## config.mk

```make
export PLATFORM = sky130hd
export DESIGN_NAME = manchester_pulse_frame_receiver
export DESIGN_NICKNAME = d
export VERILOG_FILES = /design/src/rtl/core/mpfr_pkg.sv /design/src/rtl/core/mpfr_csr.sv /design/src/rtl/core/mpfr_decode.sv /design/src/rtl/core/manchester_pulse_frame_receiver.sv
export VERILOG_INCLUDE_DIRS = /design/src /design/src/rtl/core
export SDC_FILE = /design/constraint.sdc
export NUM_CORES = 1
export LEC_CHECK = 0
export BUFFER_PORTS_ARGS = -buffer_cell sky130_fd_sc_hd__buf_2
export CORE_ASPECT_RATIO = 1.5
export CORE_MARGIN = 2
export CORE_UTILIZATION = 60
export DETAILED_ROUTE_END_ITERATION = 7
export HOLD_SLACK_MARGIN = 0.12
export PLACE_DENSITY = 0.88
export SLEW_MARGIN = 20
export SYNTH_ARGS = -nofsm -noshare
export SYNTH_HDL_FRONTEND = slang
export SYNTH_SLANG_ARGS = --single-unit
```

## constraint.sdc

```tcl
create_clock -name clock -period 10.62 [get_ports clock]
set_input_delay 2.124 -clock clock [delete_from_list [all_inputs] [get_ports clock]]
set_output_delay 2.124 -clock clock [all_outputs]
set_load 0.02 [all_outputs]
```

## src/rtl/core/manchester_pulse_frame_receiver_defines.svh

```systemverilog
// Assertion macros shared by the frame receiver modules.
`ifndef MANCHESTER_PULSE_FRAME_RECEIVER_DEFINES_SVH
`define MANCHESTER_PULSE_FRAME_RECEIVER_DEFINES_SVH

// Same-cycle implication, sampled on clock, off while reset is high
`define MPFR_ASSERT_IMPL(lbl, ante, cons) \
   lbl: assert property (@(posedge clock) disable iff (reset) (ante) |-> (cons)) \
      else $error("mpfr: assertion failed");

// Next-cycle implication, sampled on clock, off while reset is high
`define MPFR_ASSERT_NEXT(lbl, ante, cons) \
   lbl: assert property (@(posedge clock) disable iff (reset) (ante) |=> (cons)) \
      else $error("mpfr: assertion failed");

`endif

```

## src/rtl/core/mpfr_pkg.sv

```systemverilog
// Types, codes and helpers of the Manchester pulse frame receiver.
package mpfr_pkg;

   // buffer status codes
   typedef enum logic [1:0] {
      STATUS_IDLE      = 2'd0,
      STATUS_WRITING   = 2'd1,
      STATUS_READING   = 2'd2,
      STATUS_AVAILABLE = 2'd3
   } status_type;

   // request kinds carried in tuser
   localparam logic FUNC_EDGE = 1'b0;
   localparam logic FUNC_HOST = 1'b1;

   // register indexes (byte address = 8 * index)
   localparam logic [2:0] REG_SHORT_MIN   = 3'd0;
   localparam logic [2:0] REG_LONG_MIN    = 3'd1;
   localparam logic [2:0] REG_LONG_MAX    = 3'd2;
   localparam logic [2:0] REG_ENTRY_COUNT = 3'd3;
   localparam logic [2:0] REG_ID_TABLE    = 3'd4;
   localparam logic [2:0] REG_SIZE_TABLE  = 3'd5;

   // register reset values
   localparam logic [15:0] SHORT_MIN_RESET   = 16'd312;
   localparam logic [15:0] LONG_MIN_RESET    = 16'd936;
   localparam logic [15:0] LONG_MAX_RESET    = 16'd1560;
   localparam logic [3:0]  ENTRY_COUNT_RESET = 4'd1;

   typedef struct packed {
      logic [15:0] short_min_us;
      logic [15:0] long_min_us;
      logic [15:0] long_max_us;
      logic [3:0]  entry_count;
      logic [63:0] id_table;
      logic [63:0] size_table;
   } cfg_type;

   typedef struct packed {
      status_type  rx_status;
      logic        byte_valid;
      logic [8:0]  byte_index;
      logic [7:0]  byte_data;
      logic [2:0]  dataset_index;
      logic        frame_complete;
      logic        reception_aborted;
   } rsp_type;

   // pick one byte out of a packed eight-entry table
   function automatic logic [7:0] table_byte(input logic [63:0] tbl_word,
                                             input logic [2:0]  idx);
      return tbl_word[{idx, 3'b000} +: 8];
   endfunction

endpackage

```

## src/rtl/core/mpfr_csr.sv

```systemverilog
// Configuration register file with an APB-style access port.
module mpfr_csr
   import mpfr_pkg::*;
(
   input  logic        clock,
   input  logic        reset,
   input  logic        psel,
   input  logic        penable,
   input  logic        pwrite,
   input  logic [5:0]  paddr,
   input  logic [63:0] pwdata,
   output logic [63:0] prdata,
   output cfg_type     cfg
);

   cfg_type    cfg_ff, cfg_in;
   logic       wr_en;
   logic [2:0] reg_sel;

   assign wr_en   = psel & penable & pwrite;
   assign reg_sel = paddr[5:3];

   // apply a write to the addressed register
   always_comb begin
      cfg_in = cfg_ff;
      if (wr_en) begin
         case (reg_sel)
            REG_SHORT_MIN:   cfg_in.short_min_us = pwdata[15:0];
            REG_LONG_MIN:    cfg_in.long_min_us  = pwdata[15:0];
            REG_LONG_MAX:    cfg_in.long_max_us  = pwdata[15:0];
            REG_ENTRY_COUNT: cfg_in.entry_count  = pwdata[3:0];
            REG_ID_TABLE:    cfg_in.id_table     = pwdata;
            REG_SIZE_TABLE:  cfg_in.size_table   = pwdata;
            default:         cfg_in = cfg_ff;
         endcase
      end
   end

   always_ff @(posedge clock) begin
      if (reset) begin
         cfg_ff.short_min_us <= SHORT_MIN_RESET;
         cfg_ff.long_min_us  <= LONG_MIN_RESET;
         cfg_ff.long_max_us  <= LONG_MAX_RESET;
         cfg_ff.entry_count  <= ENTRY_COUNT_RESET;
         cfg_ff.id_table     <= '0;
         cfg_ff.size_table   <= '0;
      end else begin
         cfg_ff <= cfg_in;
      end
   end

   // read back the addressed register
   always_comb begin
      case (reg_sel)
         REG_SHORT_MIN:   prdata = {48'd0, cfg_ff.short_min_us};
         REG_LONG_MIN:    prdata = {48'd0, cfg_ff.long_min_us};
         REG_LONG_MAX:    prdata = {48'd0, cfg_ff.long_max_us};
         REG_ENTRY_COUNT: prdata = {60'd0, cfg_ff.entry_count};
         REG_ID_TABLE:    prdata = cfg_ff.id_table;
         REG_SIZE_TABLE:  prdata = cfg_ff.size_table;
         default:         prdata = '0;
      endcase
   end

   assign cfg = cfg_ff;

endmodule

```

## src/rtl/core/mpfr_decode.sv

```systemverilog
// Interval classification, Manchester bit decoding and frame state.
`include "manchester_pulse_frame_receiver_defines.svh"

module mpfr_decode
   import mpfr_pkg::*;
#(
   parameter int NUM_DATASETS = 8
) (
   input  logic        clock,
   input  logic        reset,
   input  logic        fire,
   input  logic        func,
   input  logic [31:0] edge_time,
   input  logic [1:0]  status_value,
   input  cfg_type     cfg,
   output rsp_type     rsp
);

   logic [31:0] last_edge_ff, last_edge_in;
   logic        mode_ff, mode_in;
   logic [8:0]  count_ff, count_in;
   logic [7:0]  mask_ff, mask_in;
   logic [7:0]  accum_ff, accum_in;
   logic        last_bit_ff, last_bit_in;
   logic        skip_ff, skip_in;
   status_type  status_ff, status_in;
   logic [2:0]  matched_ff, matched_in;

   logic [31:0] dt;
   logic        is_long, bad_time;
   logic        bit_new;
   logic [7:0]  accum_new;
   logic [3:0]  n_use;
   logic        found;
   logic [2:0]  hit_idx;
   logic [8:0]  count_inc, size_lim;
   logic        restart, store;

   // classify the interval since the previous edge
   assign dt        = edge_time - last_edge_ff;
   assign is_long   = dt > {16'd0, cfg.long_min_us};
   assign bad_time  = (dt < {16'd0, cfg.short_min_us}) || (dt > {16'd0, cfg.long_max_us});
   assign bit_new   = last_bit_ff ^ is_long;
   assign accum_new = bit_new ? (accum_ff | mask_ff) : accum_ff;
   assign count_inc = count_ff + 9'd1;

   // clamp the table size in use
   assign n_use = (cfg.entry_count > 4'(NUM_DATASETS)) ? 4'(NUM_DATASETS)
                                                        : cfg.entry_count;

   // first table entry whose ID equals the assembled byte
   always_comb begin
      found   = 1'b0;
      hit_idx = '0;
      for (int i = 0; i < NUM_DATASETS; i++) begin
         if (!found && (4'(i) < n_use) &&
             (table_byte(cfg.id_table, 3'(i)) == accum_new)) begin
            found   = 1'b1;
            hit_idx = 3'(i);
         end
      end
   end

   // next state and result
   always_comb begin
      last_edge_in = last_edge_ff;
      mode_in      = mode_ff;
      count_in     = count_ff;
      mask_in      = mask_ff;
      accum_in     = accum_ff;
      last_bit_in  = last_bit_ff;
      skip_in      = skip_ff;
      status_in    = status_ff;
      matched_in   = matched_ff;
      restart      = 1'b0;
      store        = 1'b0;
      size_lim     = '0;
      rsp          = '0;

      if (fire) begin
         if (func == FUNC_HOST) begin
            status_in = status_type'(status_value);
         end else begin
            last_edge_in = edge_time;
            if (bad_time) begin
               restart               = 1'b1;
               rsp.reception_aborted = 1'b1;
            end else if (is_long || !skip_ff) begin
               skip_in = 1'b1;
               if (!mode_ff) begin
                  // preamble: a half-bit interval opens data mode
                  if (is_long) begin
                     restart               = 1'b1;
                     rsp.reception_aborted = 1'b1;
                  end else begin
                     mode_in = 1'b1;
                  end
               end else begin
                  last_bit_in = bit_new;
                  accum_in    = accum_new;
                  if (mask_ff[7]) begin
                     // byte complete: check the ID byte, else store
                     if (count_ff == 9'd0) begin
                        if ((status_ff == STATUS_IDLE) && found) begin
                           matched_in = hit_idx;
                           status_in  = STATUS_WRITING;
                           store      = 1'b1;
                        end else begin
                           restart               = 1'b1;
                           rsp.reception_aborted = 1'b1;
                        end
                     end else begin
                        store = 1'b1;
                     end
                     if (store) begin
                        rsp.byte_valid = 1'b1;
                        rsp.byte_index = count_ff;
                        rsp.byte_data  = accum_new;
                        mask_in        = 8'd1;
                        accum_in       = '0;
                        count_in       = count_inc;
                        size_lim       = {1'b0, table_byte(cfg.size_table, matched_in)} + 9'd2;
                        if ((count_ff != 9'd0) && (count_inc >= size_lim)) begin
                           status_in          = STATUS_AVAILABLE;
                           restart            = 1'b1;
                           rsp.frame_complete = 1'b1;
                        end
                     end
                  end else begin
                     mask_in = {mask_ff[6:0], 1'b0};
                  end
               end
            end else begin
               skip_in = 1'b0;
            end
         end

         // drop the frame in progress
         if (restart) begin
            mode_in     = 1'b0;
            count_in    = '0;
            mask_in     = 8'd1;
            accum_in    = '0;
            last_bit_in = 1'b1;
            skip_in     = 1'b1;
            if (status_in == STATUS_WRITING) begin
               status_in = STATUS_IDLE;
            end
         end
      end

      rsp.rx_status     = status_in;
      rsp.dataset_index = matched_in;
   end

   always_ff @(posedge clock) begin
      if (reset) begin
         last_edge_ff <= '0;
         mode_ff      <= 1'b0;
         count_ff     <= '0;
         mask_ff      <= 8'd1;
         accum_ff     <= '0;
         last_bit_ff  <= 1'b1;
         skip_ff      <= 1'b1;
         status_ff    <= STATUS_IDLE;
         matched_ff   <= '0;
      end else begin
         last_edge_ff <= last_edge_in;
         mode_ff      <= mode_in;
         count_ff     <= count_in;
         mask_ff      <= mask_in;
         accum_ff     <= accum_in;
         last_bit_ff  <= last_bit_in;
         skip_ff      <= skip_in;
         status_ff    <= status_in;
         matched_ff   <= matched_in;
      end
   end

   `MPFR_ASSERT_IMPL(a_mask_onehot, 1'b1, $onehot(mask_ff))
   `MPFR_ASSERT_IMPL(a_idle_clean, !mode_ff, (count_ff == 9'd0) && last_bit_ff)
   `MPFR_ASSERT_NEXT(a_host_keeps_frame, fire && (func == FUNC_HOST), $stable(count_ff))

endmodule

```

## src/rtl/core/manchester_pulse_frame_receiver.sv

```systemverilog
// Top level of the Manchester pulse frame receiver.
//
// Requests on req_* carry either a line edge (tuser 0) with its microsecond
// timestamp, or a host status write (tuser 1). Every request gives exactly
// one response on rsp_*: buffer status, the byte stored (if any) with its
// buffer position, the matched dataset entry, an abort flag, and tlast when
// the last payload byte of a frame has been stored.
// An accepted request is held in the input register, then decoded into the
// response register, which drives rsp_*. Throughput is one request per
// cycle while rsp_tready is high, set by the single decode step between the
// input register and the response register.
// If rsp_tready is low the response register holds and the input register
// takes one more request; req_tready then drops until the response is taken.
// Reset (synchronous, active high) empties both registers, returns the decoder to preamble
// search with buffer status idle and loads the register defaults. The user must write
// registers through the csr_* port only while idle; the block does not enforce this.
`include "manchester_pulse_frame_receiver_defines.svh"

module manchester_pulse_frame_receiver
   import mpfr_pkg::*;
#(
   parameter int NUM_DATASETS = 8
) (
   input  logic        clock,
   input  logic        reset,
   // request channel
   input  logic        req_tvalid,
   output logic        req_tready,
   input  logic [39:0] req_tdata,   // edge_time_us[31:0], status_value[33:32], zero pad
   input  logic        req_tuser,   // func
   // response channel
   output logic        rsp_tvalid,
   input  logic        rsp_tready,
   output logic [23:0] rsp_tdata,   // rx_status[1:0], byte_valid[2], byte_index[11:3],
                                    // byte_data[19:12], dataset_index[22:20],
                                    // reception_aborted[23]
   output logic        rsp_tlast,   // frame_complete
   // configuration port
   input  logic        csr_psel,
   input  logic        csr_penable,
   input  logic        csr_pwrite,
   input  logic [5:0]  csr_paddr,
   input  logic [63:0] csr_pwdata,
   output logic [63:0] csr_prdata,
   output logic        csr_pready
);

   cfg_type     cfg;
   rsp_type     dec_rsp;

   logic        in_valid_ff, in_valid_in;
   logic        in_func_ff, in_func_in;
   logic [31:0] in_time_ff, in_time_in;
   logic [1:0]  in_status_ff, in_status_in;
   logic        out_valid_ff, out_valid_in;
   rsp_type     out_ff, out_in;
   logic        req_take, advance;

   assign csr_pready = 1'b1;

   mpfr_csr u_csr (
      .clock   (clock),
      .reset   (reset),
      .psel    (csr_psel),
      .penable (csr_penable),
      .pwrite  (csr_pwrite),
      .paddr   (csr_paddr),
      .pwdata  (csr_pwdata),
      .prdata  (csr_prdata),
      .cfg     (cfg)
   );

   // advance a request when the response register is free or being emptied
   assign advance    = in_valid_ff && (!out_valid_ff || rsp_tready);
   assign req_tready = !in_valid_ff || advance;
   assign req_take   = req_tvalid && req_tready;

   mpfr_decode #(
      .NUM_DATASETS (NUM_DATASETS)
   ) u_decode (
      .clock        (clock),
      .reset        (reset),
      .fire         (advance),
      .func         (in_func_ff),
      .edge_time    (in_time_ff),
      .status_value (in_status_ff),
      .cfg          (cfg),
      .rsp          (dec_rsp)
   );

   // input and response register next values
   always_comb begin
      in_valid_in  = req_take || (in_valid_ff && !advance);
      in_func_in   = req_take ? req_tuser : in_func_ff;
      in_time_in   = req_take ? req_tdata[31:0] : in_time_ff;
      in_status_in = req_take ? req_tdata[33:32] : in_status_ff;
      out_valid_in = advance || (out_valid_ff && !rsp_tready);
      out_in       = advance ? dec_rsp : out_ff;
   end

   always_ff @(posedge clock) begin
      if (reset) begin
         in_valid_ff  <= 1'b0;
         out_valid_ff <= 1'b0;
      end else begin
         in_valid_ff  <= in_valid_in;
         out_valid_ff <= out_valid_in;
      end
   end

   always_ff @(posedge clock) begin
      in_func_ff   <= in_func_in;
      in_time_ff   <= in_time_in;
      in_status_ff <= in_status_in;
      out_ff       <= out_in;
   end

   // pack the response
   assign rsp_tvalid = out_valid_ff;
   assign rsp_tlast  = out_ff.frame_complete;
   assign rsp_tdata  = {out_ff.reception_aborted, out_ff.dataset_index, out_ff.byte_data,
                        out_ff.byte_index, out_ff.byte_valid, out_ff.rx_status};

   `MPFR_ASSERT_IMPL(a_done_available, out_valid_ff && out_ff.frame_complete,
                     out_ff.rx_status == STATUS_AVAILABLE)
   `MPFR_ASSERT_IMPL(a_empty_byte_zero, out_valid_ff && !out_ff.byte_valid,
                     (out_ff.byte_index == 9'd0) && (out_ff.byte_data == 8'd0))
   `MPFR_ASSERT_IMPL(a_done_not_abort, out_valid_ff,
                     !(out_ff.frame_complete && out_ff.reception_aborted))
   `MPFR_ASSERT_NEXT(a_advance_fills, advance, out_valid_ff)

endmodule
```

==> metrics.txt <==
status finished, final reports clean; Slew @ Worst Pin between 1 and 1.5 ns; CP max FO 8; post-synth top area share about a quarter; Lkg Pwr just over 8 nW; n_diodes 0; Post-synth EDFFs 60; M2 GR Usage ~70%; Fin. Hold Viols 0; PwrDens 133.3 mW/mm^2; # nets final 2,736; Layout Utilization 69.19%; Worst VDD drop between 100 and 150 uV; Final Total Pwr roughly 0.0029 W; Die Width 148.5 um; initial DRC count roughly 2,300; Slew Viols, Final 0; Setup TNS Final 0 ns; period utilization 95.93%; Worst setup EP type flop; mapped cell area roughly 0.019 sq mm; # rows 79; Vias per Instance between 6 and 7; initial antenna violation count 2; Slew headroom 28.02%; vias in the first global route 18,850; GR peak layer met2; WS Path Type flop to flop; Clock Latency Late Sink ~0.59 ns; YS warnings 0; CP arrival 10.65 ns; synthesized netlist net count between 2,000 and 3,000; Die Y between 200 and 250 um; Yosys cell types 96; Clk pin slew, worst setup/hold paths about 0.06 ns; register area share after synthesis a little over a third; r2r startpoint in_time_ff[0]$_DFFE_PP_; most common cell after layout, fill and taps aside nand2_1; antenna-violating nets left 0; Initial Util slightly above 60%; CTS tree done; worst hold path class flop to flop; CP max stage cell fa_1; top_reg_cell synth dfxtp_1; Hold Startpoint u_decode.last_edge_ff[27]$_SDFFE_PP0P_; Avg Inst Size Synth between 7 and 8 sq um; All-Layer GR Usage between 40 and 50%; number of port buffers 199; ranking of synthesized cells by area dfxtp_1 (26%), nand2_1 (10%), edfxtp_1 (9.6%), a21oi_1 (7.9%), ha_1 (6.0%); Placer Congestion about 1.1; largest net degree at the start of global routing 115; CTS H-tree lvls 1; Area after DPL 0.02020 sq mm; post-synthesis register bit count slightly above 300; dpl hpwl 50,730 um; drt pass-1 iters 7; io pins between 200 and 250; Layout Area Growth over Synthesis 13.89%; Critical Path Start in_time_ff[0]$_DFFE_PP_; ys async rst share 0%; most frequent CP cell buf_4; cell accounting for the most synthesized area dfxtp_1; CTS Buffer Depth 3; Core ar. just over 0.03 sq mm; DIE AREA approximately 0.033 sq mm; Root Driver clkbuf_16; grt ovf 0; WL final roughly 70,000 um; endpoints failing setup 0; maxcap violations 0; startpoint types flop; fmax 98.16 MHz; first-pass GRT wire length roughly 100,000 um; CTS buffer count 30; vias a little under 20,000; met3 Use GR under 10%; Final Instance Area 0.02141 sq mm; CTS sink cnt a little over 300; proportion of layout cells with a drive suffix above 1 between 15 and 20%; met1 capacity usage during global routing between 40% and 50%; Critical Path RT about 11 ns; CP peak stage delay 0.43 ns; Post-Synthesis Cells 2,377; DRC viols 0; wire length per cell about 23 um; clock period minus worst slack around 10 ns; Hold Slack around 0.46 ns; cts hold-fix bufs 0; commonest non-fill, non-tap cells in the layout nand2_1 (524), a21oi_1 (295), dfxtp_1 (247), buf_2 (198), inv_1 (140); Clock Skews about 0.019 ns
[sequential cells by signal, indices dropped and copies added (netlist names)]
| signal | flops |
|---|---|
| u_csr.cfg | 180 |
| in_time_ff | 32 |
| u_decode.last_edge_ff | 32 |
| rsp_tdata | 24 |
| u_decode.count_ff | 9 |
| u_decode.accum_ff | 8 |
| u_decode.mask_ff | 8 |
| u_decode.matched_ff | 3 |
| in_status_ff | 2 |
| u_decode.status_ff | 2 |
| in_func_ff | 1 |
| in_valid_ff | 1 |
| rsp_tlast | 1 |
| rsp_tvalid | 1 |
| u_decode.last_bit_ff | 1 |
| u_decode.mode_ff | 1 |
| u_decode.skip_ff | 1 |
[cell usage after synthesis, types with 33 or more instances]
master,count
nand2_1,524
a21oi_1,295
dfxtp_1,247
inv_1,140
clkbuf_1,111
nor2_1,103
ha_1,90
o21ai_0,70
edfxtp_1,60
mux2i_1,54
o22ai_1,53
a22o_1,48
nand3_1,36
a22oi_1,34
nor3_1,33
[per-layer routing]
layer  vias to the layer above  part of all wire, %
li1                       8789                    -
met1                      9024                   33
met2                      1342                   47
met3                       399                  9.0
met4                         0                   10
met5                         -                    0
[cells by family after synthesis]
| logic type | Yosys count | share of synthesized area [%] |
|---|---|---|
| buf+inv | 283 | 5.945 |
| xor+xnor | 31 | 1.485 |
| compound gates | 720 | 24.91 |
| fa+ha+maj | 91 | 6.098 |
| other cells | 1 | 0.01995 |
| simple gates | 862 | 20.60 |
| mux | 82 | 5.053 |
| flops | 307 | 35.90 |
[path summary, 6_finish.rpt]
check        depth (start not counted)                                     end  slack [ns]
max reg2reg                         51       u_decode.accum_ff[2]$_SDFFE_PP0P_        0.43
min                                  2  u_decode.last_edge_ff[27]$_SDFFE_PP0P_        0.46
max                                 51       u_decode.accum_ff[2]$_SDFFE_PP0P_        0.43
min reg2reg                          2  u_decode.last_edge_ff[27]$_SDFFE_PP0P_        0.46
[power by group]
part | internal [W] | switching [W]
clock network | 0.000714 | 0.000478
logic | 0.000162 | 0.000271
registers | 0.00121 | 0.0000186
total | 0.00209 | 0.000767
[worst max-delay path: cells and delay by family (launching register included)]
| family | cells | cell delay (ns) |
|---|---|---|
| DFF | 1 | 0.36 |
| xor gates and xnor gates | 1 | 0.42 |
| and+or+nand+nor | 17 | 2.34 |
| AOI/OAI and AO/OA | 15 | 2.81 |
| adders and majority gates | 5 | 1.58 |
| buffers and inverters | 9 | 1.40 |
| muxes | 4 | 1.17 |
[what timing repair did]
action	4_1_cts	5_1_grt
gates resized for setup	0	6
setup buffers	0	4
endpoints found under the setup margin	0	32
[area by class of cell]
cell class | instances | area [sq um]
clock buffers | 44 | 979.7
well taps | 405 | 506.7
inverters | 143 | 536.8
repair buffers | 258 | 1474
multi-input cells | 1787 | 11010
clock inverters | 12 | 150.1
fillers | 2485 | 9533
flip-flops and latches | 307 | 6746
[metrics by stage]
step | setup WS [ns] | std cells
final | 0.4324 | 2956
after global routing | -0.004669 | 2956
after CTS | 0.2830 | 2952
after detailed placement | 0.3474 | 2896
after global placement | 0.4782 | 2896
after floorplan | 1.665 | 2377
No activity file was read; power rests on OpenSTA's default activity.
